`config.mk`:
```
export PLATFORM = sky130hd
export DESIGN_NAME = vn2d_smooth
export DESIGN_NICKNAME = d
export VERILOG_FILES = /design/src/hw/rtl/vn2d_pkg.sv /design/src/hw/rtl/vn2d_smooth.sv
export SDC_FILE = /design/constraint.sdc
export NUM_CORES = 1
export LEC_CHECK = 0
export ABC_AREA = 1
export BUFFER_PORTS_ARGS = -buffer_cell sky130_fd_sc_hd__buf_2
export CELL_PAD_IN_SITES_DETAIL_PLACEMENT = 1
export CELL_PAD_IN_SITES_GLOBAL_PLACEMENT = 1
export CORE_MARGIN = 5
export CORE_UTILIZATION = 29
export CTS_CLUSTER_DIAMETER = 40
export CTS_CLUSTER_SIZE = 20
export DETAILED_ROUTE_END_ITERATION = 8
export GPL_TIMING_DRIVEN = 0
export PLACE_DENSITY = 0.54
export REMOVE_ABC_BUFFERS = 1
export SYNTH_ARGS = -nofsm -noshare
export SYNTH_HDL_FRONTEND = slang
export SYNTH_SLANG_ARGS = --single-unit
```
`constraint.sdc`:
```
create_clock -name i_clk -period 14 [get_ports i_clk]
set_input_delay 2.8 -clock i_clk [delete_from_list [all_inputs] [get_ports i_clk]]
set_output_delay 2.8 -clock i_clk [all_outputs]
set_load 0.02 [all_outputs]
```
`src/hw/rtl/vn2d_pkg.sv`:
```
// ----------------------------------------------------------------------------
// vn2d_pkg: shared constants and types for the 2D value noise block.
// Holds the command codes, the fixed field widths, the parameter defaults
// and the beat record that carries one command down the table pipeline.
// ----------------------------------------------------------------------------
package vn2d_pkg;

    // Fixed field widths of the command and result beats.
    localparam int CMD_W   = 2;
    localparam int INDEX_W = 8;
    localparam int DATA_W  = 16;
    localparam int VALUE_W = 16;
    localparam int PERM_W  = 8;
    localparam int COORD_W = 32;

    // Parameter defaults.
    localparam int TABLE_SIZE_DEF = 256;
    localparam int FRAC_BITS_DEF  = 16;

    // Command codes.
    localparam logic [CMD_W-1:0] CMD_LOAD_VALUE = 2'd0;
    localparam logic [CMD_W-1:0] CMD_LOAD_PERM  = 2'd1;
    localparam logic [CMD_W-1:0] CMD_EVAL       = 2'd2;

    // One accepted beat as it travels through the table stages.
    typedef struct packed {
        logic               eval;
        logic               value_we;
        logic               perm_we;
        logic [INDEX_W-1:0] index;
        logic [DATA_W-1:0]  data;
    } t_beat;

endpackage

```
`src/hw/rtl/vn2d_smooth.sv`:
```
// ----------------------------------------------------------------------------
// vn2d_smooth: pipelined smoothstep s = t*t*(3-2t) in fixed point.
// Three register stages: input fraction, square, then the weighted product.
// ----------------------------------------------------------------------------
module vn2d_smooth #(
    parameter int FRAC_BITS = vn2d_pkg::FRAC_BITS_DEF
) (
    input  logic                 i_clk,
    input  logic [FRAC_BITS-1:0] i_frac,
    output logic [FRAC_BITS:0]   o_smooth
);

    localparam int F = FRAC_BITS;
    localparam logic [F+1:0] THREE_ONE = (F+2)'(3) << F;

    logic [F-1:0]   r_t;
    logic [F-1:0]   r_t_d;
    logic [F-1:0]   r_t2;
    logic [F:0]     r_s;
    logic [2*F-1:0] w_sq;
    logic [F+1:0]   w_weight;
    logic [2*F+1:0] w_prod;

    // The square keeps its upper half; t*t stays below one.
    assign w_sq = r_t * r_t;

    // The weight 3 - 2t lies in (1, 3].
    assign w_weight = THREE_ONE - {1'b0, r_t_d, 1'b0};
    assign w_prod   = (2*F+2)'(r_t2) * (2*F+2)'(w_weight);

    // Pipeline registers; all payload, no reset needed.
    always_ff @(posedge i_clk) begin
        r_t   <= i_frac;
        r_t_d <= r_t;
        r_t2  <= w_sq[2*F-1:F];
        r_s   <= w_prod[F +: F+1];
    end

    assign o_smooth = r_s;

endmodule

```
-- Word-level counts from Yosys, hierarchy flattened
Index checks and enable logic that the tools add are counted.
- register bits: 65
- input bits: 17
- output and inout port bits: 17
- logic and storage cells: 7
- add/sub/neg operators: 1
- multiply operators: 2
- operators by type and width (kind ; count):
    $mul A16 B18 Y33 ; 1
    $mul A16 B16 Y32 ; 1
    $sub A18 B17 Y18 const A ; 1

-- Depth between registers and ports, before layout
- depth after elaboration: 2
- mapped depth: 35
- depth with buffers taken out: 32

-- Least setup slack after synthesis
No wires, ideal clock.
- path type: reg-to-reg
- from: reg r_t_d[0]
- to: reg r_s[16] (netlist: o_smooth[16])
- arrival: 5.986 ns
- data required time: 13.888 ns
- slack: 7.902 ns
- stages on the path, launching flop included: 30
- buffers on the path: 2
- period minus slack after synthesis: 6.098 ns
- cells stage by stage: dfxtp_1 > buf_6 > clkbuf_1 > inv_1 > ha_1 > nand3_1 > nor2_1 > nand2_1 > o21ai_0 > nand2_2 > clkinv_1 > nand2_1 > fa_1 > fa_1 > fa_1 > fa_1 > inv_1 > fa_1 > inv_1 > fa_1 > inv_1 > ha_1 > nand2_1 > nor2_1 > nor3b_1 > nand2_1 > nand2_1 > nand2_1 > nand3_1 > nand2_1
- word-level cells in the longest chain between the ends: 2
- ends and longest elaborated chain (what ; line ; RTL):
    start: declaration ; vn2d_smooth.sv:17 ; logic [F-1:0] r_t_d;
    start signal: assignment ; vn2d_smooth.sv:34 ; r_t_d <= r_t;
    $sub A18 B17 Y18 ; vn2d_smooth.sv:28 ; assign w_weight = THREE_ONE - {1'b0, r_t_d, 1'b0};
    $mul A16 B18 Y33 ; vn2d_smooth.sv:29 ; assign w_prod = (2*F+2)'(r_t2) * (2*F+2)'(w_weight);
    via w_prod[32] ; vn2d_smooth.sv:22 ; logic [2*F+1:0] w_prod;
    end signal: assignment ; vn2d_smooth.sv:36 ; r_s <= w_prod[F +: F+1];
    end: declaration ; vn2d_smooth.sv:19 ; logic [F:0] r_s;
The timed path passes the listed nets, and every way through them passes these cells.

-- Worst setup path after layout
- from: reg r_t_d[0]
- to: reg r_s[15] (netlist: o_smooth[15])
The elaborated chain is that of the path after synthesis.

==> summary.log <==
INFO  outcome        outcome=finished, final reports clean
INFO  hold_path      hold_path_depth=0
INFO  grt            grt_use_total=0.1643
INFO  synth          synthCells=2497
INFO  cts            clk_transition_reported_paths=0.08ns
INFO  die            num_io_pins=34
INFO  sta            fmaxAchievable=128.9MHz
INFO  finish         post_route_cells_drive_above_1_share=0.02733
INFO  worst_setup_path reg2reg_to=o_smooth[15]
INFO  die            fp.dieArea=69940µm²
INFO  sta            fin_tns_setup=0ns
INFO  cts            postCtsResizedCells=0
INFO  worst_setup_path regToRegSetupSlack=6.24ns
INFO  synth          synth_cell_type_count=41
INFO  synth          cell_area_after_synthesis=18780µm²
INFO  sta            timing_hold_violations_final=0
INFO  cts            clock_latency_late_sink=0.37ns
INFO  drt            wl_per_cell=16.59µm
INFO  cts            root_buffer=clkbuf_16
INFO  grt            grt_pass1_wl=92370µm
INFO  worst_setup_path r2r-start=r_t_d[0]
INFO  hold_path      worst_hold_startpoint=r_t[0]
INFO  sta            final-max-slew-violation-count=0
INFO  worst_setup_path worstSetupEndpointType=flop
INFO  cts            postCtsSetupBuffers=0
INFO  drt            remaining_drc_errors=0
INFO  drt            antenna_left=0
INFO  placement      dp_hpwl=48330µm
INFO  drt            dr.pass1.iters=5
INFO  die            fp.dieH=264.5µm
INFO  sta            worst_clock_skew=0.01672ns
INFO  drt            drt-total-wl=55450µm
INFO  sta            min_period_over_period=0.5542
INFO  die            placementRows=93
INFO  synth          synth-async-reset-ratio=0
INFO  placement      placement.cell_area=19770µm²
INFO  worst_setup_path critical_path_required=14.25ns
INFO  grt            grt_overflow_total=0
INFO  cts            clkSinkCount=65
INFO  finish         diodes=0
INFO  sta            grt_setup_unrepaired=no
INFO  sta            final.hold.worst_slack=0.7476ns
INFO  synth          synth_ff_type=dfxtp_1
INFO  cts            cts_buffer_depth=2
INFO  synth          postSynthRegisterBits=65
INFO  finish         area_of_combinational_cells_with_multiple_inputs=14400µm²
INFO  finish         num-nets-final=3067
INFO  sta            final_period_minus_worst_setup_slack=7.759ns
INFO  placement      gp_congestion=0.8452
INFO  finish         leading_cell_type_in_the_layout_fill_and_taps_excluded=inv_1
INFO  hold_path      hold_path_end=r_t_d[0]
INFO  worst_setup_path path_max_fanout=17
INFO  worst_setup_path crit_path_frequent_cell=nand2_1
INFO  drt            vias=14880
INFO  worst_setup_path worst_ep_arrival_time=8.01ns
INFO  drt            detail_route.iter0.violations=493
INFO  sta            setup_viol=0
INFO  drt            via_per_inst=4.450
INFO  worst_setup_path worst-setup-path-type=reg2reg
INFO  job            drv_cap=0
INFO  sta            worst_slew_pin_slew=1.294ns
INFO  grt            antenna_found_initial=0
INFO  placement      port_buffers=33
INFO  finish         area_growth_syn_to_layout=6.923%
INFO  worst_setup_path worst_path_largest_cell_delay=0.99ns
INFO  finish         num-fill-cells=7958
INFO  worst_setup_path crit_path_top_delay_cell=o21ai_1
INFO  finish         final_design_area_no_fill=20080µm²
INFO  cts            cts-hold-fix-buffers=0
INFO  grt            grt_pass1_vias=17390
INFO  cts            number_of_buffers_created_by_cts=9
INFO  synth          synth_area_per_cell=7.520µm²
INFO  die            initial_core_util=0.2918
INFO  worst_setup_path ff2ff_path_depth=28
INFO  synth          synth_enable_flop_cells=0
INFO  synth          synth-warning-count=0
INFO  cts            cts-htree-levels=3
INFO  grt            grt_start_max_net_pins=20
INFO  sta            slew_headroom=0.1312
INFO  synth          sequential_cell_area_fraction_in_the_yosys_report=0.06930
INFO  finish         final_cell_mix=748 x inv_1, 585 x nand2_1, 371 x fa_1
INFO  worst_setup_path critPathLaunchType=flop
INFO  hold_path      holdCritPathClass=reg2reg
INFO  finish         finalNonFillerCells=3343
INFO  die            coreArea=64350µm²
INFO  cts            cts_tree=built
INFO  finish         sequential_cell_area=1301µm²
INFO  die            floorplan.die.width=264.5µm
INFO  placement      post-place-cells=3327
-- metrics by stage --
stage            util  setup WS, ns
6_report       0.3120         6.241
5_1_grt        0.3120         5.856
4_1_cts        0.3120         6.237
3_5_place_dp   0.3072         6.279
3_3_place_gp   0.3072         6.296
2_1_floorplan       -         8.033
-- synthesized netlist by cell type (all sizes together) (2+ instances only) --
cell type | instances | area [µm²]
nor3 | 14 | 81.33
nand3 | 79 | 395.4
fa | 371 | 7427
o21bai | 11 | 82.58
or2 | 5 | 31.28
dfxtp | 65 | 1301
nor4 | 2 | 12.51
xor2 | 12 | 105.1
nor2 | 193 | 739.5
buf | 7 | 50.05
nand4 | 13 | 87.58
nand3b | 3 | 35.03
clkinv | 6 | 22.52
and2 | 2 | 12.51
inv | 749 | 2811
nand2 | 591 | 2238
o21ai | 42 | 221.5
ha | 196 | 2452
xnor2 | 8 | 70.07
a21oi | 69 | 345.3
clkbuf | 51 | 192.7
-- layer usage --
metal  global-route usage  vias to the layer above  wire [µm]
li1                     -                     7145          -
met1               0.2235                     7532      26240
met2               0.2906                      165      26940
met3              0.01893                       34       1695
met4              0.02112                        0        580
met5                    0                        -          0
-- flip-flops by register name (all words and copies together), names as in the netlist --
| name | cells |
|---|---|
| r_t2 | 16 |
| o_smooth | 17 |
| r_t | 16 |
| r_t_d | 16 |
-- critical path: cells and delay by family (launching register included) --
family | cells | cell delay (ns)
adder cells (fa/ha/maj) | 7 | 3.23
AO/OA/AOI/OAI | 2 | 1.31
flip-flops | 1 | 0.59
AND/OR/NAND/NOR | 13 | 2.10
buffers and inverters | 6 | 0.36
-- cells by family (layout without fill, tap and decap cells) --
family	after synthesis	after routing	share of synthesized area
compound gates	127	127	0.03658
xor+xnor	20	20	0.009328
fa+ha+maj	567	567	0.5261
buf+inv	813	804	0.1638
flops	65	65	0.06930
mux	1	1	0.0005996
simple gates	904	904	0.1942
-- how the worst max path moves through the flow --
stage / start / to / slack (ns) / cells after the start
2_1_floorplan: r_t_d[0] / o_smooth[16] / 8.03 / 27
3_3_place_gp: r_t_d[0] / o_smooth[15] / 6.30 / 28
3_5_place_dp: r_t_d[0] / o_smooth[16] / 6.28 / 28
4_1_cts: r_t_d[0] / o_smooth[15] / 6.24 / 28
5_1_grt: r_t_d[0] / o_smooth[4] / 5.86 / 26
6_report: r_t_d[0] / o_smooth[15] / 6.24 / 28
-- layout make-up --
| class | count | share of cell area |
|---|---|---|
| well taps | 855 | 0.05328 |
| inverters | 755 | 0.1411 |
| clock buffers | 9 | 0.01122 |
| multi-input cells | 1619 | 0.7172 |
| repair buffers | 33 | 0.008226 |
| clock inverters | 7 | 0.004113 |
| flip-flops and latches | 65 | 0.06481 |
Power is left out: the tool's default activity adds up to more than one toggle a clock period on the data nets, which glitch-free logic cannot reach.
