==> src/hw/rtl/vn2d_pkg.sv <==
// ----------------------------------------------------------------------------
// vn2d_pkg: shared constants and types for the 2D value noise block.
// Holds the command codes, the fixed field widths, the parameter defaults
// and the beat record that carries one command down the table pipeline.
// ----------------------------------------------------------------------------
package vn2d_pkg;

    // Fixed field widths of the command and result beats.
    localparam int CMD_W   = 2;
    localparam int INDEX_W = 8;
    localparam int DATA_W  = 16;
    localparam int VALUE_W = 16;
    localparam int PERM_W  = 8;
    localparam int COORD_W = 32;

    // Parameter defaults.
    localparam int TABLE_SIZE_DEF = 256;
    localparam int FRAC_BITS_DEF  = 16;

    // Command codes.
    localparam logic [CMD_W-1:0] CMD_LOAD_VALUE = 2'd0;
    localparam logic [CMD_W-1:0] CMD_LOAD_PERM  = 2'd1;
    localparam logic [CMD_W-1:0] CMD_EVAL       = 2'd2;

    // One accepted beat as it travels through the table stages.
    typedef struct packed {
        logic               eval;
        logic               value_we;
        logic               perm_we;
        logic [INDEX_W-1:0] index;
        logic [DATA_W-1:0]  data;
    } t_beat;

endpackage

==> src/hw/rtl/vn2d_interp.sv <==
// ----------------------------------------------------------------------------
// vn2d_interp: pipelined bilinear interpolation of the corner values.
// Each lerp is a + floor((b - a) * s), one multiply stage and one add stage:
// first both x lerps side by side, then the y lerp.
// ----------------------------------------------------------------------------
module vn2d_interp #(
    parameter int FRAC_BITS = vn2d_pkg::FRAC_BITS_DEF
) (
    input  logic                         i_clk,
    input  logic                         i_rst_n,
    input  logic                         i_valid,
    input  logic [vn2d_pkg::VALUE_W-1:0] i_c00,
    input  logic [vn2d_pkg::VALUE_W-1:0] i_c10,
    input  logic [vn2d_pkg::VALUE_W-1:0] i_c01,
    input  logic [vn2d_pkg::VALUE_W-1:0] i_c11,
    input  logic [FRAC_BITS:0]           i_sx,
    input  logic [FRAC_BITS:0]           i_sy,
    output logic                         o_valid,
    output logic [vn2d_pkg::VALUE_W-1:0] o_noise_value
);

    import vn2d_pkg::*;

    localparam int F  = FRAC_BITS;
    localparam int PW = F + 19;

    logic signed [16:0]   w_dx0;
    logic signed [16:0]   w_dx1;
    logic signed [F+1:0]  w_sx;
    logic signed [PW-1:0] w_px0;
    logic signed [PW-1:0] w_px1;
    logic                 r_a_valid;
    logic [VALUE_W-1:0]   r_a_c00;
    logic [VALUE_W-1:0]   r_a_c01;
    logic signed [PW-1:0] r_a_p0;
    logic signed [PW-1:0] r_a_p1;
    logic [F:0]           r_a_sy;
    logic [17:0]          w_sum0;
    logic [17:0]          w_sum1;
    logic                 r_b_valid;
    logic [VALUE_W-1:0]   r_b_n0;
    logic [VALUE_W-1:0]   r_b_n1;
    logic [F:0]           r_b_sy;
    logic signed [16:0]   w_dy;
    logic signed [F+1:0]  w_sy;
    logic signed [PW-1:0] w_py;
    logic                 r_c_valid;
    logic [VALUE_W-1:0]   r_c_n0;
    logic signed [PW-1:0] r_c_py;
    logic [17:0]          w_sum;
    logic                 r_d_valid;
    logic [VALUE_W-1:0]   r_d_noise;

    // Stage A: x differences times sx.
    assign w_dx0 = signed'({1'b0, i_c10}) - signed'({1'b0, i_c00});
    assign w_dx1 = signed'({1'b0, i_c11}) - signed'({1'b0, i_c01});
    assign w_sx  = signed'({1'b0, i_sx});
    assign w_px0 = PW'(w_dx0) * PW'(w_sx);
    assign w_px1 = PW'(w_dx1) * PW'(w_sx);

    // Stage B: add the floored products to the left corners.
    assign w_sum0 = {2'b00, r_a_c00} + r_a_p0[F +: 18];
    assign w_sum1 = {2'b00, r_a_c01} + r_a_p1[F +: 18];

    // Stage C: y difference times sy.
    assign w_dy = signed'({1'b0, r_b_n1}) - signed'({1'b0, r_b_n0});
    assign w_sy = signed'({1'b0, r_b_sy});
    assign w_py = PW'(w_dy) * PW'(w_sy);

    // Stage D: final add; the result stays within the corner range.
    assign w_sum = {2'b00, r_c_n0} + r_c_py[F +: 18];

    // Valid bits travel with the data.
    always_ff @(posedge i_clk) begin
        if (!i_rst_n) begin
            r_a_valid <= 1'b0;
            r_b_valid <= 1'b0;
            r_c_valid <= 1'b0;
            r_d_valid <= 1'b0;
        end else begin
            r_a_valid <= i_valid;
            r_b_valid <= r_a_valid;
            r_c_valid <= r_b_valid;
            r_d_valid <= r_c_valid;
        end
    end

    // Payload registers.
    always_ff @(posedge i_clk) begin
        r_a_c00   <= i_c00;
        r_a_c01   <= i_c01;
        r_a_p0    <= w_px0;
        r_a_p1    <= w_px1;
        r_a_sy    <= i_sy;
        r_b_n0    <= w_sum0[VALUE_W-1:0];
        r_b_n1    <= w_sum1[VALUE_W-1:0];
        r_b_sy    <= r_a_sy;
        r_c_n0    <= r_b_n0;
        r_c_py    <= w_py;
        r_d_noise <= w_sum[VALUE_W-1:0];
    end

    assign o_valid       = r_d_valid;
    assign o_noise_value = r_d_noise;

endmodule

==> config.mk <==
export PLATFORM = sky130hd
export DESIGN_NAME = vn2d_interp
export DESIGN_NICKNAME = d
export VERILOG_FILES = /design/src/hw/rtl/vn2d_pkg.sv /design/src/hw/rtl/vn2d_interp.sv
export SDC_FILE = /design/constraint.sdc
export NUM_CORES = 2
export LEC_CHECK = 0
export ABC_AREA = 1
export BUFFER_PORTS_ARGS = -buffer_cell sky130_fd_sc_hd__buf_2
export CORE_MARGIN = 5
export CORE_UTILIZATION = 60
export CTS_BUF_LIST = sky130_fd_sc_hd__clkbuf_8
export DETAILED_ROUTE_END_ITERATION = 7
export GPL_ROUTABILITY_DRIVEN = 0
export PLACE_DENSITY = 0.86
export RECOVER_POWER = 25
export SLEW_MARGIN = 30
export SYNTH_ARGS = -nofsm -noshare
export SYNTH_HDL_FRONTEND = slang
export SYNTH_SLANG_ARGS = --single-unit
==> constraint.sdc <==
create_clock -name i_clk -period 9.6 [get_ports i_clk]
set_clock_uncertainty 0.1 [all_clocks]
set_input_delay 1.92 -clock i_clk [delete_from_list [all_inputs] [get_ports i_clk]]
set_output_delay 1.92 -clock i_clk [all_outputs]
set_load 0.005 [all_outputs]
# == Word-level counts from Yosys, hierarchy flattened ==
# Cells that the tools add are included.
# op_classes
n_mul,3
n_addsub,6
# ops
cell,count
$mul 17x18->32,3
$sub 16x16->17,3
$add 16x16->16,3
# word_totals
out_inout_bits,17
inputBits,101
elab_cells,24
register_bits,230

# == Logic depth before layout (Yosys ltp) ==
# depth
ltp_word,2
depth_mapped,37

# == Least setup slack after synthesis ==
# Ideal clock, no wire load.
# synth_path
path_kind,in2reg
startpoint,input i_c11[0] (netlist name)
endpoint,register r_a_p1[29]
t_required_ps,9377
setup_slack_ps,1469
arrival_ps,7908
stages,27
n_path_buf,2
cell_sequence,inv_1 -> ha_1 -> fa_1 -> nand3b_1 -> nand2_1 -> nand2_1 -> nand2_1 -> or2_2 -> clkbuf_1 -> clkbuf_1 -> nand3_1 -> fa_1 -> fa_1 -> inv_1 -> fa_1 -> fa_1 -> fa_1 -> inv_1 -> fa_1 -> inv_1 -> ha_1 -> nand2_1 -> nor4_1 -> nand3_1 -> nand3_1 -> a21oi_1 -> xor2_1
# synth_between
elab_chain_cells,2
# synth_lines
element,line,text
"start, declared",vn2d_interp.sv:15,"input logic [vn2d_pkg::VALUE_W-1:0] i_c11,"
$sub 16x16->17,vn2d_interp.sv:56,"assign w_dx1 = signed'({1'b0, i_c11}) - signed'({1'b0, i_c01});"
$mul 17x18->32,vn2d_interp.sv:59,assign w_px1 = PW'(w_dx1) * PW'(w_sx);
via w_px1[29],vn2d_interp.sv:31,logic signed [PW-1:0] w_px1;
"end signal, assigned",vn2d_interp.sv:93,r_a_p1 <= w_px1;
"end, declared",vn2d_interp.sv:36,logic signed [PW-1:0] r_a_p1;
# The timed path passes the listed nets, and every way through them passes these cells.
# A chain may end at the register's enable or synchronous reset.

# == Final worst setup path ==
# layout_path
startpoint,input i_c01[0] (netlist name)
endpoint,register r_a_p1[29]
# layout_between
elab_chain_cells,2
# layout_lines
element,line,text
"start, declared",vn2d_interp.sv:14,"input logic [vn2d_pkg::VALUE_W-1:0] i_c01,"
$sub 16x16->17,vn2d_interp.sv:56,
$mul 17x18->32,vn2d_interp.sv:59,
via w_px1[29],vn2d_interp.sv:31,
# The timed path passes the listed nets, and every way through them passes these cells.

==> impl_results.md <==
* Post-CTS Hold Fix Bufs at 0
* Die Span Y at 258.3 µm
* Total of max-cap violations at 0
* HPWL after detailed placement at 82.99 mm
* Max clock buf depth at 2
* Layout cells sized above 1 at 0.04984
* Pin count of the biggest net entering global routing at 27
* Worst R2R Start: r_b_n1[0]
* Worst-Margin Slew at 1055 ps
* Critical path's top delay family: adder cells
* 1st-iter DRT viols at 2778
* Critical path's slowest cell: fa_1
* CP required at 9920 ps
* First-pass GRT wire length at 164.3 mm
* First-pass iteration count of the detailed router at 8
* Syn_area_per_cell at 7.846 µm²
* Register area share after synthesis at 0.09847
* Antenna violations before repair at 1
* Relative slew slack at 0.2924
* # IOs at 118
* DIE WIDTH at 258.3 µm
* Cell variety after synth at 50
* Total number of vias at 31200
* Dpl cells at 5533
* Post-CTS sizing at 0
* Top FF cell, synth: dfxtp_1
* Final slew viol count at 0
* Setup_tns at 0 ps
* CTS tree: yes
* Final nets at 5952
* Most frequent cells in the layout: 1212 x inv_1, 922 x nand2_1, 675 x fa_1
* FF+latch count, synth at 182
* Type of origin of the critical path: input port
* Crit Path Max Fanout at 11
* Synthesized cell area at 0.03700 mm²
* Reg clk slew, reported paths at 120 ps
* Buffers and inverters on the worst path at 5
* Commonest non-fill, non-tap cell in the layout: inv_1
* DRC at 0
* Min-delay src: r_a_sy[9]
* PnR worst setup slack at 1162 ps
* I/O Buffers at 117
* CP Class: input port to flip-flop
* Crit. Startpoint: i_c01[0]
* CTS Buf Count at 17
* Cell area after placement at 0.03829 mm²
* H-tree Lvls at 4
* Average routed wire per standard cell at 18.29 µm
* Area grow syn2layout at 4.724%
* Worst skew pair latency at 530 ps
* Gate Count Post-Synth at 4716
* Fin crit share at 0.8789
* Setup Fix Bufs, Post-CTS at 0
* Crit. End Element: flip-flop
* Root buf cell: clkbuf_8
* Core area at 0.06137 mm²
* Vias in the first global route at 33000
* Yosys warnings at 0
* Detail Route Antenna Nets at 0
* Status: completed
* Design area at 0.03875 mm²
* Pre-CTS WS at 715.5 ps
* Initial Util at 0.6029
* Synthesized Nets at 5906
* Setup violations, final at 0
* Type of the tightest min-delay check: flip-flop to flip-flop
* Mean number of vias per cell at 5.605
* Final Hold Viols at 0
* FMAX at 118.5 MHz
* Final wirelength at 101.8 mm
* Final non-filler cell total at 5566
* Unrepaired setup endpoints after global routing: false
* Post-synth EDFFs at 0
* Total GRT Usage at 0.3074
* CTS sink count at 182
* # rows at 91
* CP arrival at 8760 ps
* Fin crit period at 8438 ps
* Slowest cell delay on critical path at 550 ps
* Grt total ovfl at 0
* FFs w/ async S/R, synth at 0
* Die Footprint at 0.06673 mm²
-- flip-flops by register name, indices dropped and copies added (netlist names) --
signal         cells
o_noise_value     16
r_a_c00           16
r_c_py            16
r_a_p0            16
r_a_valid          1
r_a_sy            17
r_b_n0            16
r_b_sy            17
r_c_valid          1
r_b_valid          1
o_valid            1
r_a_p1            16
r_a_c01           16
r_b_n1            16
r_c_n0            16
-- final timing paths --
path | cells past startpoint | slack, ps | to
worst max-delay path | 29 | 1160 | r_a_p1[29]
worst min-delay path | 0 | 240 | r_b_sy[9]
worst max register to register | 30 | 1720 | r_c_py[27]
worst min register to register | 0 | 240 | r_b_sy[9]
-- cells by family after synthesis --
group	after synthesis	synth area share
AOI/OAI and AO/OA	315	0.04937
adders and majority gates	1089	0.5052
DFF	182	0.09847
buffers and inverters	1348	0.1375
xor gates and xnor gates	105	0.02587
and+or+nand+nor	1677	0.1836
-- synthesized netlist by cell type, types with 4 or more instances --
cell / n / share of area
a21boi_0: 4 / 0.00081
a21o_1: 20 / 0.0041
a21oi_1: 161 / 0.022
a31oi_1: 19 / 0.0032
buf_2: 12 / 0.0016
clkbuf_1: 94 / 0.0095
clkinv_1: 12 / 0.0012
dfxtp_1: 182 / 0.098
fa_1: 675 / 0.37
ha_1: 414 / 0.14
inv_1: 1214 / 0.12
inv_2: 12 / 0.0012
nand2_1: 922 / 0.094
nand2_2: 14 / 0.0024
nand2_4: 4 / 0.0012
nand3_1: 164 / 0.022
nand3b_1: 9 / 0.0018
nand4_1: 12 / 0.0020
nor2_1: 480 / 0.049
nor2_2: 4 / 0.00068
nor3_1: 27 / 0.0037
nor4_1: 11 / 0.0019
o21a_1: 6 / 0.0012
o21ai_0: 60 / 0.0081
o21ai_2: 4 / 0.00095
o21bai_1: 14 / 0.0028
o221ai_1: 5 / 0.0012
o31ai_1: 8 / 0.0016
or2_1: 6 / 0.0010
or2_2: 18 / 0.0030
xnor2_1: 26 / 0.0062
xor2_1: 74 / 0.018
-- metrics by stage --
| stage | hold slack, ps | util |
|---|---|---|
| CTS | 237.5 | 0.6314 |
| global route | 240.7 | 0.6314 |
| detailed placement | 212.1 | 0.6238 |
| finish | 237.8 | 0.6314 |
| floorplan | 209.6 | - |
| global placement | 211.3 | 0.6238 |
-- layer usage --
metal	global-route usage	vias up	wire (µm)
li1	-	14000	-
met1	0.3574	15010	35500
met2	0.5223	1706	48410
met3	0.06528	492	9950
met4	0.1903	0	7911
met5	0	-	0
-- layout make-up --
cell class                 instances  area [µm²]
multi-input combinational       3186       28270
inverter                        1238        4647
tap                              790       988.4
fill                            4988       22620
timing repair buffer             137       734.5
clock buffer                      17       234.0
antenna                            1       2.502
sequential                       182        3643
clock inverter                    15       227.7
Power is left out: the tool's default activity adds up to more than one toggle a clock period on the data nets, which glitch-free logic cannot reach.
